===== src/rtl/btla_pkg.sv =====
// ----------------------------------------------------------------------------
// Bakery ticket lock arbiter package
// Widths, command and status codes and the scan result type that the modules share.
// ----------------------------------------------------------------------------
package btla_pkg;

  localparam int MAX_SLOTS = 16;
  localparam int TICKET_W  = 16;
  localparam int SLOT_W    = $clog2(MAX_SLOTS);
  localparam int CNT_W     = $clog2(MAX_SLOTS + 1);
  localparam int CFG_W     = 5;
  localparam int STATUS_W  = 2;
  localparam int CMD_W     = 1;

  localparam logic [CMD_W-1:0] CMD_REQUEST = 1'b0;
  localparam logic [CMD_W-1:0] CMD_RELEASE = 1'b1;

  localparam logic [STATUS_W-1:0] STAT_OK       = 2'd0;
  localparam logic [STATUS_W-1:0] STAT_BAD_SLOT = 2'd1;
  localparam logic [STATUS_W-1:0] STAT_REPEAT   = 2'd2;
  localparam logic [STATUS_W-1:0] STAT_OVERFLOW = 2'd3;

  localparam logic [CFG_W-1:0] CFG_RESET = CFG_W'(MAX_SLOTS);

  typedef struct packed {
    logic [TICKET_W-1:0] top;
    logic [TICKET_W-1:0] own;
    logic                found;
    logic [TICKET_W-1:0] best;
    logic [SLOT_W-1:0]   who;
  } btla_scan_t;

endpackage


===== src/rtl/btla_ifs.sv =====
// ----------------------------------------------------------------------------
// Bakery ticket lock arbiter channels
// Valid/ready interfaces for the request, result and configuration channels.
// ----------------------------------------------------------------------------
interface btla_in_if;
  logic                           valid;
  logic                           ready;
  logic [btla_pkg::CMD_W-1:0]     command;
  logic [btla_pkg::SLOT_W-1:0]    slot_id;

  modport source (output valid, output command, output slot_id, input ready);
  modport sink (input valid, input command, input slot_id, output ready);
endinterface

interface btla_out_if;
  logic                           valid;
  logic                           ready;
  logic [btla_pkg::STATUS_W-1:0]  status;
  logic [btla_pkg::TICKET_W-1:0]  ticket_given;
  logic                           holder_valid;
  logic [btla_pkg::SLOT_W-1:0]    holder_slot;

  modport source (output valid, output status, output ticket_given,
                  output holder_valid, output holder_slot, input ready);
  modport sink (input valid, input status, input ticket_given,
                input holder_valid, input holder_slot, output ready);
endinterface

interface btla_cfg_if;
  logic                           valid;
  logic                           ready;
  logic [btla_pkg::CFG_W-1:0]     active_slots;

  modport source (output valid, output active_slots, input ready);
  modport sink (input valid, input active_slots, output ready);
endinterface


===== src/rtl/btla_ticket_mem.sv =====
// ----------------------------------------------------------------------------
// Ticket store
// Synchronous memory of one ticket per slot with a registered read port; per-entry
// valid bits make unwritten entries read as zero after reset.
// ----------------------------------------------------------------------------
module btla_ticket_mem (
  input  logic                            clk,
  input  logic                            rst_n,
  input  logic                            rd_en,
  input  logic [btla_pkg::SLOT_W-1:0]     rd_addr,
  output logic [btla_pkg::TICKET_W-1:0]   rd_data,
  input  logic                            wr_en,
  input  logic [btla_pkg::SLOT_W-1:0]     wr_addr,
  input  logic [btla_pkg::TICKET_W-1:0]   wr_data
);

  logic [btla_pkg::TICKET_W-1:0]  mem [btla_pkg::MAX_SLOTS];
  logic [btla_pkg::MAX_SLOTS-1:0] valid_r;
  logic [btla_pkg::TICKET_W-1:0]  rd_data_r;

  always_ff @(posedge clk) begin
    if (wr_en) begin
      mem[wr_addr] <= wr_data;
    end
  end

  always_ff @(posedge clk) begin
    if (!rst_n) begin
      valid_r <= '0;
    end else if (wr_en) begin
      valid_r[wr_addr] <= 1'b1;
    end
  end

  always_ff @(posedge clk) begin
    if (rd_en) begin
      rd_data_r <= valid_r[rd_addr] ? mem[rd_addr] : '0;
    end
  end

  assign rd_data = rd_data_r;

endmodule


===== src/rtl/btla_scan.sv =====
// ----------------------------------------------------------------------------
// Ticket scan accumulator
// Folds one read ticket per cycle while acc_en is high into the running maximum, the
// requester's own ticket and the smallest nonzero ticket of the other slots.
// ----------------------------------------------------------------------------
module btla_scan (
  input  logic                            clk,
  input  logic                            clear,
  input  logic                            acc_en,
  input  logic [btla_pkg::SLOT_W-1:0]     acc_idx,
  input  logic [btla_pkg::TICKET_W-1:0]   acc_data,
  input  logic [btla_pkg::SLOT_W-1:0]     slot,
  output btla_pkg::btla_scan_t            result
);

  btla_pkg::btla_scan_t acc_r;
  btla_pkg::btla_scan_t acc_nxt;

  always_comb begin
    acc_nxt = acc_r;
    if (clear) begin
      acc_nxt = '0;
    end else if (acc_en) begin
      if (acc_data > acc_r.top) begin
        acc_nxt.top = acc_data;
      end
      if (acc_idx == slot) begin
        acc_nxt.own = acc_data;
      end else if (acc_data != '0 && (!acc_r.found || acc_data < acc_r.best)) begin
        acc_nxt.found = 1'b1;
        acc_nxt.best  = acc_data;
        acc_nxt.who   = acc_idx;
      end
    end
  end

  always_ff @(posedge clk) begin
    acc_r <= acc_nxt;
  end

  assign result = acc_r;

endmodule


===== src/rtl/bakery_ticket_lock_arbiter.sv =====
// ----------------------------------------------------------------------------
// Bakery ticket lock arbiter
// One request per pass: a scan over the active slots, then one write-back.
// Steps: accept, scan reading each active slot once, drain, then write-back, which
//   waits while a stalled result is still held. A new request is taken only in idle,
//   after write-back; the scan reads through the single read port of the ticket store.
// Reset: synchronous; all tickets read as zero, active slot count returns to 16.
// ----------------------------------------------------------------------------
module bakery_ticket_lock_arbiter (
  input  logic              clk,
  input  logic              rst_n,
  btla_in_if.sink           in_req,
  btla_out_if.source        out_rsp,
  btla_cfg_if.sink          cfg_wr
);

  localparam logic [1:0] ST_IDLE  = 2'd0;
  localparam logic [1:0] ST_SCAN  = 2'd1;
  localparam logic [1:0] ST_DRAIN = 2'd2;
  localparam logic [1:0] ST_WB    = 2'd3;

  logic [1:0]                       state_r, state_nxt;
  logic [btla_pkg::CFG_W-1:0]       active_r;
  logic [btla_pkg::CNT_W-1:0]       lim;
  logic [btla_pkg::CNT_W-1:0]       cnt_r;
  logic [btla_pkg::SLOT_W-1:0]      rd_idx_r;
  logic                             rd_vld_r;
  logic [btla_pkg::CMD_W-1:0]       cmd_r;
  logic [btla_pkg::SLOT_W-1:0]      slot_r;
  logic                             accept;
  logic                             issue;
  logic                             go;
  logic [btla_pkg::TICKET_W-1:0]    rd_data;
  btla_pkg::btla_scan_t             scan;

  logic                             slot_ok;
  logic [btla_pkg::STATUS_W-1:0]    status;
  logic [btla_pkg::TICKET_W-1:0]    given;
  logic [btla_pkg::TICKET_W-1:0]    new_tkt;
  logic                             wr_en;
  logic                             hold_vld;
  logic [btla_pkg::SLOT_W-1:0]      hold_slot;

  logic                             out_valid_r;
  logic [btla_pkg::STATUS_W-1:0]    out_status_r;
  logic [btla_pkg::TICKET_W-1:0]    out_given_r;
  logic                             out_hvld_r;
  logic [btla_pkg::SLOT_W-1:0]      out_hslot_r;

  assign lim = (active_r > btla_pkg::CFG_W'(btla_pkg::MAX_SLOTS)) ?
               btla_pkg::CNT_W'(btla_pkg::MAX_SLOTS) : btla_pkg::CNT_W'(active_r);

  assign in_req.ready = (state_r == ST_IDLE);
  assign cfg_wr.ready = (state_r == ST_IDLE);
  assign accept       = in_req.valid && in_req.ready;
  assign issue        = (state_r == ST_SCAN) && (cnt_r < lim);
  assign go           = !out_valid_r || out_rsp.ready;

  // hold the active slot count
  always_ff @(posedge clk) begin
    if (!rst_n) begin
      active_r <= btla_pkg::CFG_RESET;
    end else if (cfg_wr.valid && cfg_wr.ready) begin
      active_r <= cfg_wr.active_slots;
    end
  end

  always_comb begin
    state_nxt = state_r;
    unique case (state_r)
      ST_IDLE:  if (accept) state_nxt = ST_SCAN;
      ST_SCAN:  if (!issue) state_nxt = ST_DRAIN;
      ST_DRAIN: state_nxt = ST_WB;
      ST_WB:    if (go) state_nxt = ST_IDLE;
      default:  state_nxt = ST_IDLE;
    endcase
  end

  always_ff @(posedge clk) begin
    if (!rst_n) begin
      state_r  <= ST_IDLE;
      rd_vld_r <= 1'b0;
    end else begin
      state_r  <= state_nxt;
      rd_vld_r <= issue;
    end
  end

  always_ff @(posedge clk) begin
    if (accept) begin
      cmd_r  <= in_req.command;
      slot_r <= in_req.slot_id;
      cnt_r  <= '0;
    end else if (issue) begin
      cnt_r  <= cnt_r + 1'b1;
    end
    rd_idx_r <= cnt_r[btla_pkg::SLOT_W-1:0];
  end

  btla_ticket_mem u_mem (
    .clk     (clk),
    .rst_n   (rst_n),
    .rd_en   (issue),
    .rd_addr (cnt_r[btla_pkg::SLOT_W-1:0]),
    .rd_data (rd_data),
    .wr_en   (wr_en),
    .wr_addr (slot_r),
    .wr_data (new_tkt)
  );

  btla_scan u_scan (
    .clk      (clk),
    .clear    (accept),
    .acc_en   (rd_vld_r),
    .acc_idx  (rd_idx_r),
    .acc_data (rd_data),
    .slot     (slot_r),
    .result   (scan)
  );

  // decide the request and fold the slot's new ticket into the holder
  always_comb begin
    slot_ok   = ({1'b0, slot_r} < lim);
    status    = btla_pkg::STAT_OK;
    given     = '0;
    new_tkt   = scan.own;
    if (!slot_ok) begin
      status = btla_pkg::STAT_BAD_SLOT;
    end else if (cmd_r == btla_pkg::CMD_RELEASE) begin
      new_tkt = '0;
    end else if (scan.own != '0) begin
      status = btla_pkg::STAT_REPEAT;
    end else if (&scan.top) begin
      status = btla_pkg::STAT_OVERFLOW;
    end else begin
      given   = scan.top + 1'b1;
      new_tkt = given;
    end
    wr_en     = (state_r == ST_WB) && go && slot_ok;
    hold_vld  = scan.found;
    hold_slot = scan.found ? scan.who : '0;
    if (slot_ok && new_tkt != '0 &&
        (!scan.found || new_tkt < scan.best ||
         (new_tkt == scan.best && slot_r < scan.who))) begin
      hold_vld  = 1'b1;
      hold_slot = slot_r;
    end
  end

  always_ff @(posedge clk) begin
    if (!rst_n) begin
      out_valid_r <= 1'b0;
    end else if ((state_r == ST_WB) && go) begin
      out_valid_r <= 1'b1;
    end else if (out_rsp.ready) begin
      out_valid_r <= 1'b0;
    end
  end

  always_ff @(posedge clk) begin
    if ((state_r == ST_WB) && go) begin
      out_status_r <= status;
      out_given_r  <= given;
      out_hvld_r   <= hold_vld;
      out_hslot_r  <= hold_slot;
    end
  end

  assign out_rsp.valid        = out_valid_r;
  assign out_rsp.status       = out_status_r;
  assign out_rsp.ticket_given = out_given_r;
  assign out_rsp.holder_valid = out_hvld_r;
  assign out_rsp.holder_slot  = out_hslot_r;

endmodule


===== src/flat_wrapper.sv =====
// flat-port wrapper written by rule: the top's interface ports become plain ports
module bakery_ticket_lock_arbiter_flat 
  (clk, rst_n, in_req_valid, in_req_command, in_req_slot_id, in_req_ready, out_rsp_valid, out_rsp_status, out_rsp_ticket_given, out_rsp_holder_valid, out_rsp_holder_slot, out_rsp_ready, cfg_wr_valid, cfg_wr_active_slots, cfg_wr_ready);
  btla_in_if in_req_i ();
  btla_out_if out_rsp_i ();
  btla_cfg_if cfg_wr_i ();
  input  logic clk;
  input  logic rst_n;
  input wire logic [$bits(in_req_i.valid)-1:0] in_req_valid;
  input wire logic [$bits(in_req_i.command)-1:0] in_req_command;
  input wire logic [$bits(in_req_i.slot_id)-1:0] in_req_slot_id;
  output wire logic [$bits(in_req_i.ready)-1:0] in_req_ready;
  output wire logic [$bits(out_rsp_i.valid)-1:0] out_rsp_valid;
  output wire logic [$bits(out_rsp_i.status)-1:0] out_rsp_status;
  output wire logic [$bits(out_rsp_i.ticket_given)-1:0] out_rsp_ticket_given;
  output wire logic [$bits(out_rsp_i.holder_valid)-1:0] out_rsp_holder_valid;
  output wire logic [$bits(out_rsp_i.holder_slot)-1:0] out_rsp_holder_slot;
  input wire logic [$bits(out_rsp_i.ready)-1:0] out_rsp_ready;
  input wire logic [$bits(cfg_wr_i.valid)-1:0] cfg_wr_valid;
  input wire logic [$bits(cfg_wr_i.active_slots)-1:0] cfg_wr_active_slots;
  output wire logic [$bits(cfg_wr_i.ready)-1:0] cfg_wr_ready;
  assign in_req_i.valid = in_req_valid;
  assign in_req_i.command = in_req_command;
  assign in_req_i.slot_id = in_req_slot_id;
  assign in_req_ready = in_req_i.ready;
  assign out_rsp_valid = out_rsp_i.valid;
  assign out_rsp_status = out_rsp_i.status;
  assign out_rsp_ticket_given = out_rsp_i.ticket_given;
  assign out_rsp_holder_valid = out_rsp_i.holder_valid;
  assign out_rsp_holder_slot = out_rsp_i.holder_slot;
  assign out_rsp_i.ready = out_rsp_ready;
  assign cfg_wr_i.valid = cfg_wr_valid;
  assign cfg_wr_i.active_slots = cfg_wr_active_slots;
  assign cfg_wr_ready = cfg_wr_i.ready;
  bakery_ticket_lock_arbiter u_core (.clk(clk), .rst_n(rst_n), .in_req(in_req_i), .out_rsp(out_rsp_i), .cfg_wr(cfg_wr_i));
endmodule

===== config.mk =====
export PLATFORM = sky130hd
export DESIGN_NAME = bakery_ticket_lock_arbiter_flat
export DESIGN_NICKNAME = d
export VERILOG_FILES = /design/src/rtl/btla_pkg.sv /design/src/rtl/btla_ifs.sv /design/src/rtl/btla_ticket_mem.sv /design/src/rtl/btla_scan.sv /design/src/rtl/bakery_ticket_lock_arbiter.sv /design/src/flat_wrapper.sv
export SDC_FILE = /design/constraint.sdc
export NUM_CORES = 1
export LEC_CHECK = 0
export BUFFER_PORTS_ARGS = -buffer_cell sky130_fd_sc_hd__buf_2
export CAP_MARGIN = 10
export CORE_MARGIN = 2
export CORE_UTILIZATION = 50
export DETAILED_ROUTE_END_ITERATION = 10
export PLACE_DENSITY = 0.66
export SETUP_SLACK_MARGIN = 0.02
export SKIP_LAST_GASP = 1
export SYNTH_ARGS = -nofsm -noshare
export SYNTH_HDL_FRONTEND = slang
export SYNTH_SLANG_ARGS = --single-unit

===== constraint.sdc =====
create_clock -name clk -period 5.31 [get_ports clk]
set_input_delay 0.7965 -clock clk [delete_from_list [all_inputs] [get_ports clk]]
set_output_delay 0.7965 -clock clk [all_outputs]
set_load 0.005 [all_outputs]

==> impl_summary.log <==
INFO  metric dpl-instance-area = 17500 sq um
INFO  metric end_kind = flop
INFO  metric timing_max_transition_violations_final = 0
INFO  metric largest_net_degree_at_the_start_of_global_routing = 65
INFO  metric grt_pass1_vias = 9191
INFO  metric core-area = 32700 sq um
INFO  metric hold_crit_class = in -> reg
INFO  metric r2r_start = u_core.slot_r[2]
INFO  metric setup-tns-final = 0 ns
INFO  metric cts.sinks = 387
INFO  metric ys.flop_type = sky130_fd_sc_hd__edfxtp_1
INFO  metric p_sw_share = 29.8%
INFO  metric power.static_leakage = 6.64 nW
INFO  metric ant_nets = 0
INFO  metric clkTransAtPathRegs = 0.05 ns
INFO  metric numCtsBuffers = 42
INFO  metric seq_power_share = 43.8%
INFO  metric power_frac_clock = 30.5%
INFO  metric grt_setup_unrepaired = no
INFO  metric final_net_count = 1219
INFO  metric synth-edff-count = 300
INFO  metric boundaryPins = 41
INFO  metric whs_endpoint = u_core.slot_r[0]
INFO  metric detailroute.wirelength.met3 = 2090 um
INFO  metric initial_utilization = 50.9%
INFO  metric postSynthNetCount = 1146
INFO  metric post-route-cell-area = 18800 sq um
INFO  metric vdd_drop_max = 0.283 mV
INFO  metric post_synth.cell_area_avg = 15.6 sq um
INFO  metric dr_total_vias = 9267
INFO  metric place_congestion = 0.885
INFO  metric seq_area_frac_synth = 64.6%
INFO  metric power_report.internal_total = 6.21 mW
INFO  metric met1Wirelength = 16500 um
INFO  metric globalRouteOverflowTotal = 0
INFO  metric route.detailed.drc = 0
INFO  metric mappedNetlistArea = 16600 sq um
INFO  metric worst-r2r-setup-slack = 0.44 ns
INFO  metric synth_seq_cells = 387
INFO  metric cts.path.max_buffers = 3
INFO  metric netSwitchingPower = 2.63 mW
INFO  metric finalHoldViolCount = 0
INFO  metric req_time_crit_path = 5.60 ns
INFO  metric wl = 36500 um
INFO  metric grt_first_pass_wirelength = 56500 um
INFO  metric drt-vias-per-instance = 5.74
INFO  metric die_width = 186 um
INFO  metric ctsHtreeMaxLevel = 2
INFO  metric whs_path_depth = 1
INFO  metric postCtsResizedCells = 0
INFO  metric r2r-end = u_core.out_rsp.holder_slot[2]
INFO  metric post_cts_buffers = 0
INFO  metric firstDrtPassIters = 5
INFO  metric async_flop_share = 0%
INFO  metric detail_route.wl_per_cell = 22.6 um
INFO  metric status = complete, no violations
INFO  metric holdBufCountCts = 0
INFO  metric grtUsageTotal = 21.4%
INFO  metric layout-drive-gt1-share = 21.1%
INFO  metric critPathMaxFanout = 17
INFO  metric dr_wl_met2 = 17200 um
INFO  metric cts_tree = done
INFO  metric antenna-diode-count = 0
INFO  metric fmaxAchievable = 0.205 GHz
INFO  metric hold_start = in_req_slot_id[0]
INFO  metric timing.reg2reg.worst_path_depth = 15
INFO  metric timing.clock.skew = 0.0251 ns
INFO  metric fp-row-count = 66
INFO  metric post_synth_cell_types = 58
INFO  metric p_comb_share = 25.7%
INFO  metric die_height = 186 um
INFO  metric dieArea = 34800 sq um
INFO  metric root_buffer = sky130_fd_sc_hd__clkbuf_16
INFO  metric syn_inst = 1068
INFO  metric hpwlAfterDp = 22500 um
INFO  metric drv_cap = 0
INFO  metric topRoutingLayerUsed = met4
INFO  metric timing.critical_path.from_type = flop
INFO  metric setup_viol_count_final = 0
INFO  metric worstPathArrival = 5.15 ns
INFO  metric number_of_drc_markers_in_iteration_0 = 630
INFO  metric slew_hr = 28.5%
INFO  metric worst_tran_pin_value = 1.07 ns
INFO  metric io_buffers = 40
INFO  metric grt_antenna_before_repair = 0
INFO  metric clock_network_latency_to_the_later_pin_of_the_worst_skew_pair = 0.55 ns
INFO  metric category_of_the_most_critical_setup_path = reg -> reg
INFO  metric period_needed = 4.87 ns
INFO  metric layout_worst_path_cycle_share = 91.7%
INFO  metric area_delta_synth_final = 12.9%
INFO  metric yosys_warn_count = 0
INFO  metric pwr_density_cell = 470 nW/um^2
-- cell usage in the layout, fill, tap and decap left out, drive strengths merged, types with 21 or more instances in the layout --
cell type  count
mux4          84
nand3         21
nor2b         22
mux2i         57
clkbuf        65
nand2         34
edfxtp       300
buf           74
o21a          24
dfxtp         87
nor2         116
inv           54
ha            63
xnor2         21
-- sequential cells by signal, indices dropped and copies added, names as in the netlist --
register,cells
u_core.u_mem.mem,256
u_core.u_scan.result,53
u_core.out_rsp.ticket_given,16
u_core.u_mem.rd_data,16
u_core.u_mem.valid_r,16
u_core.active_r,5
u_core.cnt_r,5
u_core.out_rsp.holder_slot,4
u_core.rd_idx_r,4
u_core.slot_r,4
u_core.out_rsp.status,2
u_core.state_r,2
u_core.cmd_r,1
u_core.out_rsp.holder_valid,1
u_core.out_rsp.valid,1
u_core.rd_vld_r,1
-- layout make-up --
cell class	count	area, sq um
Clock inverter	11	95.1
Timing Repair Buffer	74	455
Fill cell	2567	13900
Tap cell	442	553
Clock buffer	65	1180
Sequential cell	387	10800
Multi-Input combinational cell	584	5560
Inverter	52	195
-- worst max-delay path: stages, from the launching register on --
cell and delay [ns]:
sky130_fd_sc_hd__edfxtp_1 0.57, sky130_fd_sc_hd__ha_1 0.35, sky130_fd_sc_hd__o21ai_0 0.07, sky130_fd_sc_hd__a31oi_1 0.08, sky130_fd_sc_hd__o31a_1 0.30, sky130_fd_sc_hd__or4_4 0.66, sky130_fd_sc_hd__nor2_1 0.21, sky130_fd_sc_hd__a21o_1 0.49
sky130_fd_sc_hd__ha_1 0.36, sky130_fd_sc_hd__a2111oi_0 0.39, sky130_fd_sc_hd__o21ai_0 0.14, sky130_fd_sc_hd__a31o_2 0.26, sky130_fd_sc_hd__a21oi_1 0.21, sky130_fd_sc_hd__a211o_1 0.22, sky130_fd_sc_hd__nand3_4 0.13, sky130_fd_sc_hd__mux2i_1 0.15
-- per-stage QoR --
step	std cells	power, mW	utilization, %	setup WS (ns)	hold WS [ns]
after floorplan	1068	5.59	-	0.805	0.352
after global placement	1539	6.19	53.6	0.529	0.442
after detailed placement	1539	6.22	53.6	0.414	0.449
after CTS	1615	8.93	57.5	0.424	0.414
after global routing	1615	9.31	57.5	0.193	0.415
final	1615	8.84	57.5	0.442	0.431
-- cells by family (layout without fill, tap and decap cells) --
logic type | count (synthesis) | count (layout) | share of synthesized area, %
adder cells (fa/ha/maj) | 63 | 63 | 4.74
AO/OA/AOI/OAI | 103 | 103 | 4.45
buffers and inverters | 97 | 202 | 2.37
AND/OR/NAND/NOR | 252 | 252 | 7.75
multiplexers | 142 | 142 | 14.9
XOR/XNOR | 24 | 24 | 1.26
flip-flops | 387 | 387 | 64.6
-- synth_stat cells, types with 3 or more instances --
cell / instances / area (sq um)
sky130_fd_sc_hd__edfxtp_1: 300 / 9010
sky130_fd_sc_hd__nor2_1: 115 / 432
sky130_fd_sc_hd__dfxtp_1: 87 / 1740
sky130_fd_sc_hd__mux4_2: 84 / 1890
sky130_fd_sc_hd__ha_1: 63 / 788
sky130_fd_sc_hd__mux2i_1: 57 / 571
sky130_fd_sc_hd__inv_1: 51 / 191
sky130_fd_sc_hd__nand2_1: 34 / 128
sky130_fd_sc_hd__clkbuf_1: 25 / 93.8
sky130_fd_sc_hd__o21a_1: 24 / 180
sky130_fd_sc_hd__nor2b_1: 22 / 138
sky130_fd_sc_hd__xnor2_1: 21 / 184
sky130_fd_sc_hd__nand3_1: 19 / 95.1
sky130_fd_sc_hd__a21o_1: 17 / 128
sky130_fd_sc_hd__a21oi_1: 15 / 75.1
sky130_fd_sc_hd__buf_2: 15 / 75.1
sky130_fd_sc_hd__nand4_1: 14 / 87.6
sky130_fd_sc_hd__nor3_1: 13 / 65.1
sky130_fd_sc_hd__o21ai_0: 9 / 45.0
sky130_fd_sc_hd__nor4_1: 8 / 50.1
sky130_fd_sc_hd__a21boi_0: 5 / 37.5
sky130_fd_sc_hd__and3_1: 5 / 31.3
sky130_fd_sc_hd__o21ai_1: 5 / 25.0
sky130_fd_sc_hd__nand2b_1: 4 / 25.0
sky130_fd_sc_hd__o211ai_1: 4 / 30.0
sky130_fd_sc_hd__o31ai_1: 4 / 30.0
sky130_fd_sc_hd__a31oi_1: 3 / 18.8
sky130_fd_sc_hd__and2_1: 3 / 18.8
sky130_fd_sc_hd__buf_1: 3 / 11.3
sky130_fd_sc_hd__xor2_1: 3 / 26.3
-- power groups by stage --
stage	clock network, mW	registers (mW)	logic (mW)
after floorplan	0	3.77	1.82
after global placement	0	3.93	2.26
after detailed placement	0	3.94	2.28
after CTS	2.76	3.87	2.29
after global routing	2.88	3.91	2.52
final	2.70	3.87	2.27
-- worst max path at each step --
stage	slack, ns	startpoint	endpoint
floorplan	0.80	u_core.slot_r[1]	u_core.out_rsp.holder_slot[0]
global route	0.19	u_core.slot_r[2]	u_core.out_rsp.holder_slot[2]
CTS	0.42	u_core.slot_r[2]	u_core.out_rsp.holder_slot[2]
global placement	0.53	u_core.slot_r[2]	u_core.out_rsp.holder_slot[0]
finish	0.44	u_core.slot_r[2]	u_core.out_rsp.holder_slot[2]
detailed placement	0.41	u_core.slot_r[2]	u_core.out_rsp.holder_slot[2]
-- metal layers --
| metal | track usage, % | up-vias |
|---|---|---|
| li1 | - | 4229 |
| met1 | 31.3 | 4697 |
| met2 | 34.2 | 285 |
| met3 | 3.03 | 56 |
| met4 | 5.74 | 0 |
| met5 | 0 | - |
(Power assumes the default switching activity.)
